`config.mk`:
```
export PLATFORM = sky130hd
export DESIGN_NAME = cursor_linked_list_table_unit
export DESIGN_NICKNAME = d
export VERILOG_FILES = /design/src/rtl/core/cllt_pkg.sv /design/src/rtl/core/cllt_ram.sv /design/src/rtl/core/cllt_ctrl.sv /design/src/rtl/core/cllt_dp.sv /design/src/rtl/core/cursor_linked_list_table_unit.sv
export SDC_FILE = /design/constraint.sdc
export NUM_CORES = 1
export LEC_CHECK = 0
export BUFFER_PORTS_ARGS = -buffer_cell sky130_fd_sc_hd__clkbuf_2
export CAP_MARGIN = 25
export CORE_MARGIN = 1.5
export CORE_UTILIZATION = 55
export DETAILED_ROUTE_END_ITERATION = 10
export PLACE_DENSITY = 0.71
export SETUP_SLACK_MARGIN = 0.05
export SYNTH_ARGS = -nofsm -noshare
export SYNTH_HDL_FRONTEND = slang
export SYNTH_SLANG_ARGS = --single-unit
```
`constraint.sdc`:
```
create_clock -name clk -period 12 [get_ports clk]
set_input_delay 1.8 -clock clk [delete_from_list [all_inputs] [get_ports clk]]
set_output_delay 1.8 -clock clk [all_outputs]
set_load 0.02 [all_outputs]
```
`src/rtl/core/cllt_pkg.sv`:
```
// Package for the cursor linked list table unit.
// Operation codes, controller command and datapath status types.
// No dependencies.
package cllt_pkg;

  localparam int FUNC_W     = 2;
  localparam int KEY_PORT_W = 32;

  localparam logic [FUNC_W-1:0] FN_INSERT   = 2'd0;
  localparam logic [FUNC_W-1:0] FN_CONTAINS = 2'd1;
  localparam logic [FUNC_W-1:0] FN_REMOVE   = 2'd2;

  typedef struct packed {
    logic load;
    logic rd_free;
    logic rd_head;
    logic walk_step;
    logic ins_write;
    logic ins_link;
    logic rm_capture;
    logic rm_fix;
    logic rm_free;
    logic set_hit;
    logic set_rej;
  } cllt_cmd_t;

  typedef struct packed {
    logic [FUNC_W-1:0] func;
    logic              free_nil;
    logic              head_nil;
    logic              key_match;
    logic              next_nil;
  } cllt_status_t;

endpackage

```
`src/rtl/core/cllt_ram.sv`:
```
// Generic single write port, single read port RAM with registered read.
// No dependencies.
module cllt_ram #(
  parameter int WIDTH = 8,
  parameter int DEPTH = 16
) (
  input  logic                     clk,
  input  logic                     we,
  input  logic [$clog2(DEPTH)-1:0] waddr,
  input  logic [WIDTH-1:0]         wdata,
  input  logic                     re,
  input  logic [$clog2(DEPTH)-1:0] raddr,
  output logic [WIDTH-1:0]         rdata
);

  logic [WIDTH-1:0] mem [DEPTH];

  always_ff @(posedge clk) begin
    if (we) begin
      mem[waddr] <= wdata;
    end
    if (re) begin
      rdata <= mem[raddr];
    end
  end

endmodule

```
`src/rtl/core/cllt_ctrl.sv`:
```
// Controller state machine for the cursor linked list table unit.
// Depends on cllt_pkg.
module cllt_ctrl (
  input  logic                  clk,
  input  logic                  rst,
  input  logic                  start,
  output logic                  busy,
  output logic                  done,
  input  cllt_pkg::cllt_status_t sts,
  output cllt_pkg::cllt_cmd_t   cmd
);
  import cllt_pkg::*;

  typedef enum logic [8:0] {
    S_IDLE     = 9'b000000001,
    S_DECODE   = 9'b000000010,
    S_WALK     = 9'b000000100,
    S_INS      = 9'b000001000,
    S_INS_LINK = 9'b000010000,
    S_RM_FIX   = 9'b000100000,
    S_RM_FREE  = 9'b001000000,
    S_DONE     = 9'b010000000,
    S_SPARE    = 9'b100000000
  } state_t;

  state_t state, state_next;

  always_ff @(posedge clk) begin
    if (rst) begin
      state <= S_IDLE;
    end else begin
      state <= state_next;
    end
  end

  always_comb begin
    state_next = state;
    cmd        = '0;
    unique case (state)
      S_IDLE: begin
        if (start) begin
          cmd.load   = 1'b1;
          state_next = S_DECODE;
        end
      end
      S_DECODE: begin
        unique case (sts.func)
          FN_INSERT: begin
            if (sts.free_nil) begin
              cmd.set_rej = 1'b1;
              state_next  = S_DONE;
            end else begin
              cmd.rd_free = 1'b1;
              state_next  = S_INS;
            end
          end
          FN_CONTAINS, FN_REMOVE: begin
            if (sts.head_nil) begin
              state_next = S_DONE;
            end else begin
              cmd.rd_head = 1'b1;
              state_next  = S_WALK;
            end
          end
          default: state_next = S_DONE;
        endcase
      end
      S_WALK: begin
        priority if (sts.key_match) begin
          cmd.set_hit = 1'b1;
          if (sts.func == FN_REMOVE) begin
            cmd.rm_capture = 1'b1;
            state_next     = S_RM_FIX;
          end else begin
            state_next = S_DONE;
          end
        end else if (sts.next_nil) begin
          state_next = S_DONE;
        end else begin
          cmd.walk_step = 1'b1;
        end
      end
      S_INS: begin
        cmd.ins_write = 1'b1;
        state_next    = S_INS_LINK;
      end
      S_INS_LINK: begin
        cmd.ins_link = 1'b1;
        state_next   = S_DONE;
      end
      S_RM_FIX: begin
        cmd.rm_fix = 1'b1;
        state_next = S_RM_FREE;
      end
      S_RM_FREE: begin
        cmd.rm_free = 1'b1;
        state_next  = S_DONE;
      end
      S_DONE:  state_next = S_IDLE;
      default: state_next = S_IDLE;
    endcase
  end

  assign busy = (state != S_IDLE);
  assign done = (state == S_DONE);

endmodule

```
`src/rtl/core/cllt_dp.sv`:
```
// Datapath for the cursor linked list table unit: slot RAMs, list and free
// heads, fill count, walk cursor and result flags. Depends on cllt_pkg, cllt_ram.
module cllt_dp #(
  parameter int CAPACITY  = 16,
  parameter int KEY_WIDTH = 32
) (
  input  logic                                clk,
  input  logic                                rst,
  input  logic [cllt_pkg::FUNC_W-1:0]         func,
  input  logic signed [cllt_pkg::KEY_PORT_W-1:0] key,
  input  cllt_pkg::cllt_cmd_t                 cmd,
  output cllt_pkg::cllt_status_t              sts,
  output logic                                hit,
  output logic                                rejected
);
  import cllt_pkg::*;

  localparam int LW = $clog2(CAPACITY + 1);
  localparam int AW = $clog2(CAPACITY);
  localparam logic [LW-1:0] NIL = LW'(CAPACITY);

  logic [KEY_WIDTH+KEY_PORT_W-1:0] key_ext;
  logic [KEY_WIDTH-1:0] key_cut;
  logic [KEY_WIDTH-1:0] key_q;
  logic [FUNC_W-1:0]    func_q;

  logic [LW-1:0] list_head, free_head, fill, cur;
  logic [LW-1:0] c_q, n_q, p_q, rd_addr_q;

  // RAM ports
  logic                 re;
  logic [LW-1:0]        rd_addr;
  logic [KEY_WIDTH-1:0] key_rdata;
  logic [LW-1:0]        next_rdata, prev_rdata, next_out;
  logic                 next_we, prev_we;
  logic [LW-1:0]        next_waddr, next_wdata, prev_waddr, prev_wdata;

  assign key_ext = {{KEY_WIDTH{1'b0}}, key};
  assign key_cut = key_ext[KEY_WIDTH-1:0];

  // slots at or above the fill count still hold their reset chain link
  assign next_out = (rd_addr_q >= fill) ? LW'(rd_addr_q + 1'b1) : next_rdata;

  assign re = cmd.rd_free | cmd.rd_head | cmd.walk_step;

  always_comb begin
    priority if (cmd.rd_free) begin
      rd_addr = free_head;
    end else if (cmd.rd_head) begin
      rd_addr = list_head;
    end else begin
      rd_addr = next_out;
    end
  end

  always_comb begin
    next_we    = 1'b0;
    next_waddr = free_head;
    next_wdata = list_head;
    priority if (cmd.ins_write) begin
      next_we = 1'b1;
    end else if (cmd.rm_fix) begin
      next_we    = (p_q < NIL);
      next_waddr = p_q;
      next_wdata = n_q;
    end else if (cmd.rm_free) begin
      next_we    = 1'b1;
      next_waddr = c_q;
      next_wdata = free_head;
    end else begin
      next_we = 1'b0;
    end
  end

  always_comb begin
    prev_we    = 1'b0;
    prev_waddr = free_head;
    prev_wdata = NIL;
    priority if (cmd.ins_write) begin
      prev_we = 1'b1;
    end else if (cmd.ins_link) begin
      prev_we    = (list_head < NIL);
      prev_waddr = list_head;
      prev_wdata = c_q;
    end else if (cmd.rm_fix) begin
      prev_we    = (n_q < NIL);
      prev_waddr = n_q;
      prev_wdata = p_q;
    end else begin
      prev_we = 1'b0;
    end
  end

  cllt_ram #(.WIDTH(KEY_WIDTH), .DEPTH(CAPACITY)) u_key_ram (
    .clk   (clk),
    .we    (cmd.ins_write),
    .waddr (free_head[AW-1:0]),
    .wdata (key_q),
    .re    (re),
    .raddr (rd_addr[AW-1:0]),
    .rdata (key_rdata)
  );

  cllt_ram #(.WIDTH(LW), .DEPTH(CAPACITY)) u_next_ram (
    .clk   (clk),
    .we    (next_we),
    .waddr (next_waddr[AW-1:0]),
    .wdata (next_wdata),
    .re    (re),
    .raddr (rd_addr[AW-1:0]),
    .rdata (next_rdata)
  );

  cllt_ram #(.WIDTH(LW), .DEPTH(CAPACITY)) u_prev_ram (
    .clk   (clk),
    .we    (prev_we),
    .waddr (prev_waddr[AW-1:0]),
    .wdata (prev_wdata),
    .re    (re),
    .raddr (rd_addr[AW-1:0]),
    .rdata (prev_rdata)
  );

  always_ff @(posedge clk) begin
    if (rst) begin
      list_head <= NIL;
      free_head <= '0;
      fill      <= '0;
    end else begin
      if (cmd.ins_write) begin
        free_head <= next_out;
        if (free_head == fill) begin
          fill <= LW'(fill + 1'b1);
        end
      end
      if (cmd.ins_link) begin
        list_head <= c_q;
      end
      if (cmd.rm_fix && (c_q == list_head)) begin
        list_head <= n_q;
      end
      if (cmd.rm_free) begin
        free_head <= c_q;
      end
    end
  end

  always_ff @(posedge clk) begin
    if (cmd.load) begin
      func_q   <= func;
      key_q    <= key_cut;
      hit      <= 1'b0;
      rejected <= 1'b0;
    end
    if (cmd.set_hit) begin
      hit <= 1'b1;
    end
    if (cmd.set_rej) begin
      rejected <= 1'b1;
    end
    if (re) begin
      rd_addr_q <= rd_addr;
    end
    if (cmd.rd_head) begin
      cur <= list_head;
    end
    if (cmd.walk_step) begin
      cur <= next_out;
    end
    if (cmd.ins_write) begin
      c_q <= free_head;
    end
    if (cmd.rm_capture) begin
      c_q <= cur;
      n_q <= next_out;
      p_q <= prev_rdata;
    end
  end

  assign sts.func      = func_q;
  assign sts.free_nil  = (free_head >= NIL);
  assign sts.head_nil  = (list_head >= NIL);
  assign sts.key_match = (key_rdata == key_q);
  assign sts.next_nil  = (next_out >= NIL);

endmodule

```
`src/rtl/core/cursor_linked_list_table_unit.sv`:
```
// Cursor linked list table unit: top level joining controller and datapath.
// Depends on cllt_pkg, cllt_ctrl, cllt_dp.
// Sequence: insert runs decode, slot write, link, done; rejected insert runs
// decode, done; contains or remove walk the list, remove then fixes and frees.
// Throughput: one request at a time; set by the list walk, one RAM read a cycle.
// Reset: synchronous; empties the list and chains every slot into the free list.
module cursor_linked_list_table_unit #(
  parameter int CAPACITY  = 16,
  parameter int KEY_WIDTH = 32
) (
  input  logic                                   clk,
  input  logic                                   rst,
  input  logic                                   start,
  output logic                                   busy,
  input  logic [cllt_pkg::FUNC_W-1:0]            func,
  input  logic signed [cllt_pkg::KEY_PORT_W-1:0] key,
  output logic                                   done,
  output logic                                   hit,
  output logic                                   rejected
);
  import cllt_pkg::*;

  cllt_cmd_t    cmd;
  cllt_status_t sts;

  cllt_ctrl u_ctrl (
    .clk   (clk),
    .rst   (rst),
    .start (start),
    .busy  (busy),
    .done  (done),
    .sts   (sts),
    .cmd   (cmd)
  );

  cllt_dp #(.CAPACITY(CAPACITY), .KEY_WIDTH(KEY_WIDTH)) u_dp (
    .clk      (clk),
    .rst      (rst),
    .func     (func),
    .key      (key),
    .cmd      (cmd),
    .sts      (sts),
    .hit      (hit),
    .rejected (rejected)
  );

endmodule

```
---- Yosys cells after proc, flatten, opt, wreduce, memory -nomap -nowiden ----
Memories as Yosys holds them, arrays and structs flattened. A register that Yosys moved wholly into a read port is not among the register bits.
Cells that the tools add are included.
storage, ports and cells
  register bits after elaboration ......... 85
  input bits .............................. 37
  memory bits (writable) .................. 672
  logic and storage cells ................. 118
  memories kept ........................... 3
memory list
  name                 depth  bits a word  read ports  clocked after memory_dff  wr ports  line            source
  u_dp.u_key_ram.mem   16     32           1           1                         1         cllt_ram.sv:16  logic [WIDTH-1:0] mem [DEPTH];
  u_dp.u_next_ram.mem  16     5            1           1                         1         cllt_ram.sv:16
  u_dp.u_prev_ram.mem  16     5            1           1                         1         cllt_ram.sv:16
operators by class
  reductions and logical operators ........ 10
  equality and inequality tests ........... 16
  add/sub/neg operators ................... 2
  mux-type cells .......................... 65
  bitwise gates (word level) .............. 2
  order comparisons ....................... 7
operators with widths
  operator                                                                number
  5-bit 2-to-1 mux                                                        17
  9-bit one-hot mux with 6 select lines                                   1
  1-bit 2-to-1 mux                                                        33
  32-bit equality test                                                    1
  9-bit 2-to-1 mux                                                        3
  4-bit 2-to-1 mux                                                        6
  8-bit 2-to-1 mux                                                        3
  8-bit one-hot mux with 2 select lines                                   1
  5-bit >= comparator (second input constant)                             3
  5-bit < comparator (second input constant)                              3
  5-bit by 1-bit adder with 5-bit output (second input constant)          2
  5-bit equality test                                                     2
  9-bit by 1-bit equality test with 1-bit output (second input constant)  1
  9-bit by 2-bit equality test with 1-bit output (second input constant)  1
  9-bit by 3-bit equality test with 1-bit output (second input constant)  1
  9-bit by 4-bit equality test with 1-bit output (second input constant)  1
  9-bit by 5-bit equality test with 1-bit output (second input constant)  1
  9-bit by 6-bit equality test with 1-bit output (second input constant)  1
  9-bit by 7-bit equality test with 1-bit output (second input constant)  1
  9-bit by 8-bit equality test with 1-bit output (second input constant)  1
  9-bit by 1-bit != test with 1-bit output (second input constant)        1
  2-bit nonzero test                                                      4
  5-bit >= comparator                                                     1
  2-bit AND reduction                                                     2
  other kinds (9)                                                         11

---- Longest topological paths before layout ----
  depth after elaboration ................. 7
  mapped depth ............................ 14
  gate-level depth less buffers ........... 11

---- Modules after synthesis ----
A second synthesis with hierarchy kept.
second synthesis, totals
  cell total of the unflattened synthesis .. 1555
  area, all modules ....................... 31066.0 µm²
by module, submodules not included
  module                           cells each  area an instance (µm²)  times used
  cllt_ram at u_dp.u_key_ram       838         20155.6                 1
  cllt_ram at u_dp.u_next_ram ...  155         3263.1                  2
  cllt_dp                          344         3841.2                  1
  cllt_ctrl                        63          543.0                   1

---- Least setup slack after synthesis ----
Ideal clock, no wire load.
  path kind ............................... register -> register
  from .................................... register u_ctrl.state[2]
  to ...................................... register u_dp.rd_addr_q[0] (enable)
  arrival ................................. 4.355 ns
  data required time ...................... 11.483 ns
  path buffers ............................ 0
  cell stages (with the launch flop) ...... 4
  path slack .............................. 7.129 ns
  path through ............................ dfxtp_1 > nor4_1 > nand3_1 > o21ai_0
between the ends
  longest elaborated chain between the ends .. 4
  elaborated cells on any way between the ends .. 6
  classes of those cells .................. eq/ne (2); mux (2); bitwise (2)
RTL lines
  element                                         line             source
  start: declaration                              cllt_ctrl.sv:26  state_t state, state_next;
  start signal: assignment                        cllt_ctrl.sv:32  state <= state_next;
  9-bit by 2-bit equality test with 1-bit output  cllt_ctrl.sv:39  unique case (state)
  2-bit 2-to-1 mux                                cllt_ctrl.sv:39
  1-bit bitwise OR                                cllt_dp.sv:44    assign re = cmd.rd_free | cmd.rd_head | cmd.walk_step;
  1-bit bitwise OR (*)                            cllt_dp.sv:44
  named net u_dp.re                               cllt_dp.sv:31    logic re;
  end signal: assignment                          cllt_dp.sv:162   rd_addr_q <= rd_addr;
  end: declaration                                cllt_dp.sv:28    logic [LW-1:0] c_q, n_q, p_q, rd_addr_q;
Mark *: on every way through the listed nets, which the timed path passes. The rest lies on a longest branch.
A chain may end at the register's enable or synchronous reset.

---- Worst setup path after layout ----
  from .................................... register u_dp.rd_addr_q[2]
  to ...................................... register u_dp.u_key_ram.rdata[7], read port of u_dp.u_key_ram.mem, data pin
between the ends
  longest elaborated chain between the ends .. 7
  elaborated cells on any way between the ends .. 10
  classes of those cells .................. add/sub (1); order compare (2); mux (6); bitwise (1)
RTL lines
  element                                                                        line             source
  5-bit by 1-bit adder with 5-bit output or 5-bit >= comparator (tied branches)  cllt_dp.sv:42    assign next_out = (rd_addr_q >= fill) ? LW'(rd_addr_q + 1'b1) : next_rdata;
  5-bit 2-to-1 mux (*)                                                           cllt_dp.sv:42
  5-bit >= comparator                                                            cllt_dp.sv:184   assign sts.next_nil = (next_out >= NIL);
  1-bit 2-to-1 mux                                                               cllt_ctrl.sv:77  end else if (sts.next_nil) begin
  1-bit 2-to-1 mux                                                               cllt_ctrl.sv:69  priority if (sts.key_match) begin
  1-bit 2-to-1 mux                                                               cllt_ctrl.sv:39
  1-bit bitwise OR                                                               cllt_dp.sv:44
  end: declaration                                                               cllt_ram.sv:13   output logic [WIDTH-1:0] rdata
Mark *: on every way between the ends. The rest lies on a longest branch, timed or not.

==> metrics.txt <==
status=complete, no violations; hold_sp=u_dp.u_prev_ram.rdata[4]$_DFFE_PP_; commonest non-fill, non-tap cell in the layout=edfxtp_1; area leader, netlist=edfxtp_1; Reg clk slew, reported paths=around 0.060 ns; final net count=approximately 2300; Bufs on Longest Clock Path=3; most frequent cells in the layout=edfxtp_1 (773), nand2_1 (245), a21oi_1 (218); max_slew headroom=0.289; Avg Cell Area, Syn=about 15 um^2; Hold Vio Cnt, Final=0; ys flop type=edfxtp_1; Setup Viol. Count Final=0; complex-gate fraction of the synthesized area=0.167; main combinational cell family by area after synthesis=compound AO/OA/AOI/OAI gates; routability cong.=0.875; synth top area cells=edfxtp_1 (71%), a32o_1 (3.9%), a21oi_1 (3.3%), nand2_1 (2.8%), a211oi_1 (1.9%); dpl ws=5.72 ns; Worst Hold End=u_dp.p_q[4]$_DFFE_PP_; CTS H-tree lvls=3; reg2reg start=u_dp.rd_addr_q[2]$_DFFE_PP_; first-pass GRT wire length=124000 um; Seq cells post-synth=~800; Hold Path Depth=0; CTS tree=yes; Via density=6.72; io pins=between 40 and 50; Slew @ Worst Pin=1.06 ns; R2R setup slack=a little over 6 ns; CP Class=reg -> reg; post-synthesis sequential area ratio=0.726; post_cts resized=0; worst hold path type=reg -> reg; Mapped Nets=2300; worst flop-to-flop path endpoint=u_dp.u_key_ram.rdata[7]$_DFFE_PP_; Post-Layout Cell Count=~3000; synth unique cells=63; EDFF count, synth=773; GRT overflow=0; # clock sinks=798; Die Ht=between 200 and 250 um; vias in the first global route=between 20000 and 25000; wire per inst=26.9 um; Final Util=0.618; YS warnings=0; root buffer cell=clkbuf_16; post-route ant nets=0; Setup crit end kind=flip-flop; post-synthesis cell count=2253; DRC Markers=0; Detailed Route WL=~83000 um; DP HPWL=42400 um; simple-gate area share of the yosys netlist=0.0614; setup TNS=0 ns; PortBufs=40; worst skew pair latency=0.64 ns; Tmin final=roughly 6.0 ns; Area growth, synth to finish=11.4%; Die W=247 um; Critical Path Start Type=flip-flop; CP required=12.39 ns; post-synthesis mux area share=0.00494; worst clock skew=around 0.019 ns; Final Cell Area=around 36000 um^2; Crit Path Max Fanout=between 80 and 90; VDD IR max=approximately 0.00013 V; top-area cell type share of the netlist area=0.710; effective utilization at floorplan=0.555; Post-Synth Adder-Cell Area=0.00383; core region area=58900 um^2; Rows=89; placed inst area=approximately 34000 um^2; max_cap viols=0; # hold bufs at CTS=0; # diodes=0; Achievable Freq=~170 MHz; xor and xnor area share after synthesis=0.0131; total track usage=0.274; drt initial violations=between 2000 and 3000; Slew Limit Fails=0; dpl cells=2921; RSZ-0062 raised after global routing=false; Reg2Reg Depth=13; Post-Syn Area=32700 um^2; die area=around 61000 um^2; total CTS buffers=80; ys async rst share=0; final worst slack=6.04 ns; postcts setup bufs=0; Period Utilization, post-route=0.497; initial antenna violation count=0; vias=20635; share of cells above drive strength 1=0.104; Power Dens Cells=around 160 nW/um^2; largest net degree at the start of global routing=130; DRT Pass-1 Iters=6; crit path DAT=approximately 6.4 ns; static leakage=12.2 nW
-- critical path, stage by stage, from the launching register on --
cell and delay (ns):
edfxtp_1 0.44, ha_1 0.34, a21oi_1 0.17, o21ai_1 0.13, a21oi_1 0.20, buf_4 0.23, mux2i_4 0.77, buf_4 0.80
buf_4 0.79, buf_4 0.69, a21boi_0 0.24, o31ai_1 0.31, o32ai_1 0.14, a211o_1 0.26
-- metrics by stage --
step           hold WS [ns]  power (mW)
2_1_floorplan         0.400        3.24
3_3_place_gp          0.443        3.29
3_5_place_dp          0.450        3.30
4_1_cts               0.456        5.87
5_1_grt               0.458        5.99
6_report              0.454        5.85
-- registers in the layout, indices dropped and copies added, names as in the netlist, 8 cells and up --
name / cells
u_dp.u_key_ram.mem: 512
u_dp.u_next_ram.mem: 80
u_dp.u_prev_ram.mem: 80
u_dp.key_q: 32
u_dp.u_key_ram.rdata: 32
u_ctrl.state: 8
-- cell usage after synthesis, drive strengths merged (4+ instances only) --
cell	count
a32oi	42
dfxtp	25
a221oi	9
nor4	13
mux2i	8
o31ai	41
xor2	38
nand2	249
o32ai	42
edfxtp	773
clkbuf	130
nor2	89
a21oi	218
inv	16
a211oi	85
nor3	8
a22oi	7
nor3b	6
ha	10
mux2	5
xnor2	11
a211o	44
o21a	6
nor2b	6
o22ai	4
nand3	9
nand2b	8
and3	42
and2	7
o21ai	10
a32o	126
a21boi	84
buf	54
-- how the worst max path moves through the flow --
| stage | cells past startpoint | from | slack [ns] | to |
|---|---|---|---|---|
| after floorplan | 3 | u_ctrl.state[2]$_SDFFE_PP0P_ | 7.13 | u_dp.rd_addr_q[0]$_DFFE_PP_ |
| after global placement | 12 | u_dp.rd_addr_q[2]$_DFFE_PP_ | 5.93 | u_dp.u_key_ram.rdata[10]$_DFFE_PP_ |
| after detailed placement | 12 | u_dp.rd_addr_q[2]$_DFFE_PP_ | 5.72 | u_dp.u_key_ram.rdata[7]$_DFFE_PP_ |
| after CTS | 12 | u_dp.rd_addr_q[2]$_DFFE_PP_ | 5.70 | u_dp.u_key_ram.rdata[7]$_DFFE_PP_ |
| after global routing | 13 | u_dp.rd_addr_q[2]$_DFFE_PP_ | 5.70 | u_dp.u_key_ram.rdata[7]$_DFFE_PP_ |
| final | 13 | u_dp.rd_addr_q[2]$_DFFE_PP_ | 6.04 | u_dp.u_key_ram.rdata[7]$_DFFE_PP_ |
-- final cells by class --
class,instances,area (um^2)
Fill cell,4251,22500
Timing Repair Buffer,83,583
Tap cell,773,967
Clock inverter,48,624
Sequential cell,798,23700
Multi-Input combinational cell,1255,8330
Clock buffer,98,2110
Inverter,16,66.3
-- logic make-up (layout without fill, tap and decap cells) --
| logic type | after synthesis | count (layout) |
|---|---|---|
| DFF | 798 | 798 |
| AOI/OAI and AO/OA | 733 | 733 |
| and+or+nand+nor | 450 | 450 |
| buffers and inverters | 200 | 245 |
| xor gates and xnor gates | 49 | 49 |
| muxes | 13 | 13 |
| adders and majority gates | 10 | 10 |
-- layer usage --
metal  routed length [um]  global-route usage  part of all wire  vias up
met5                    0                   0                 0        -
li1                     -                   -                 -     8911
met2                39300               0.436              0.48     1166
met1                33000               0.387              0.40    10390
met3                 7920              0.0447             0.096      168
met4                 2310              0.0925             0.028        0
-- power by group --
part           switching [mW]  internal [mW]  total, mW
logic                  0.0890         0.0437      0.133
registers              0.0390           3.07       3.11
clock network            1.05           1.56       2.61
Power figures use the tool's default switching activity.
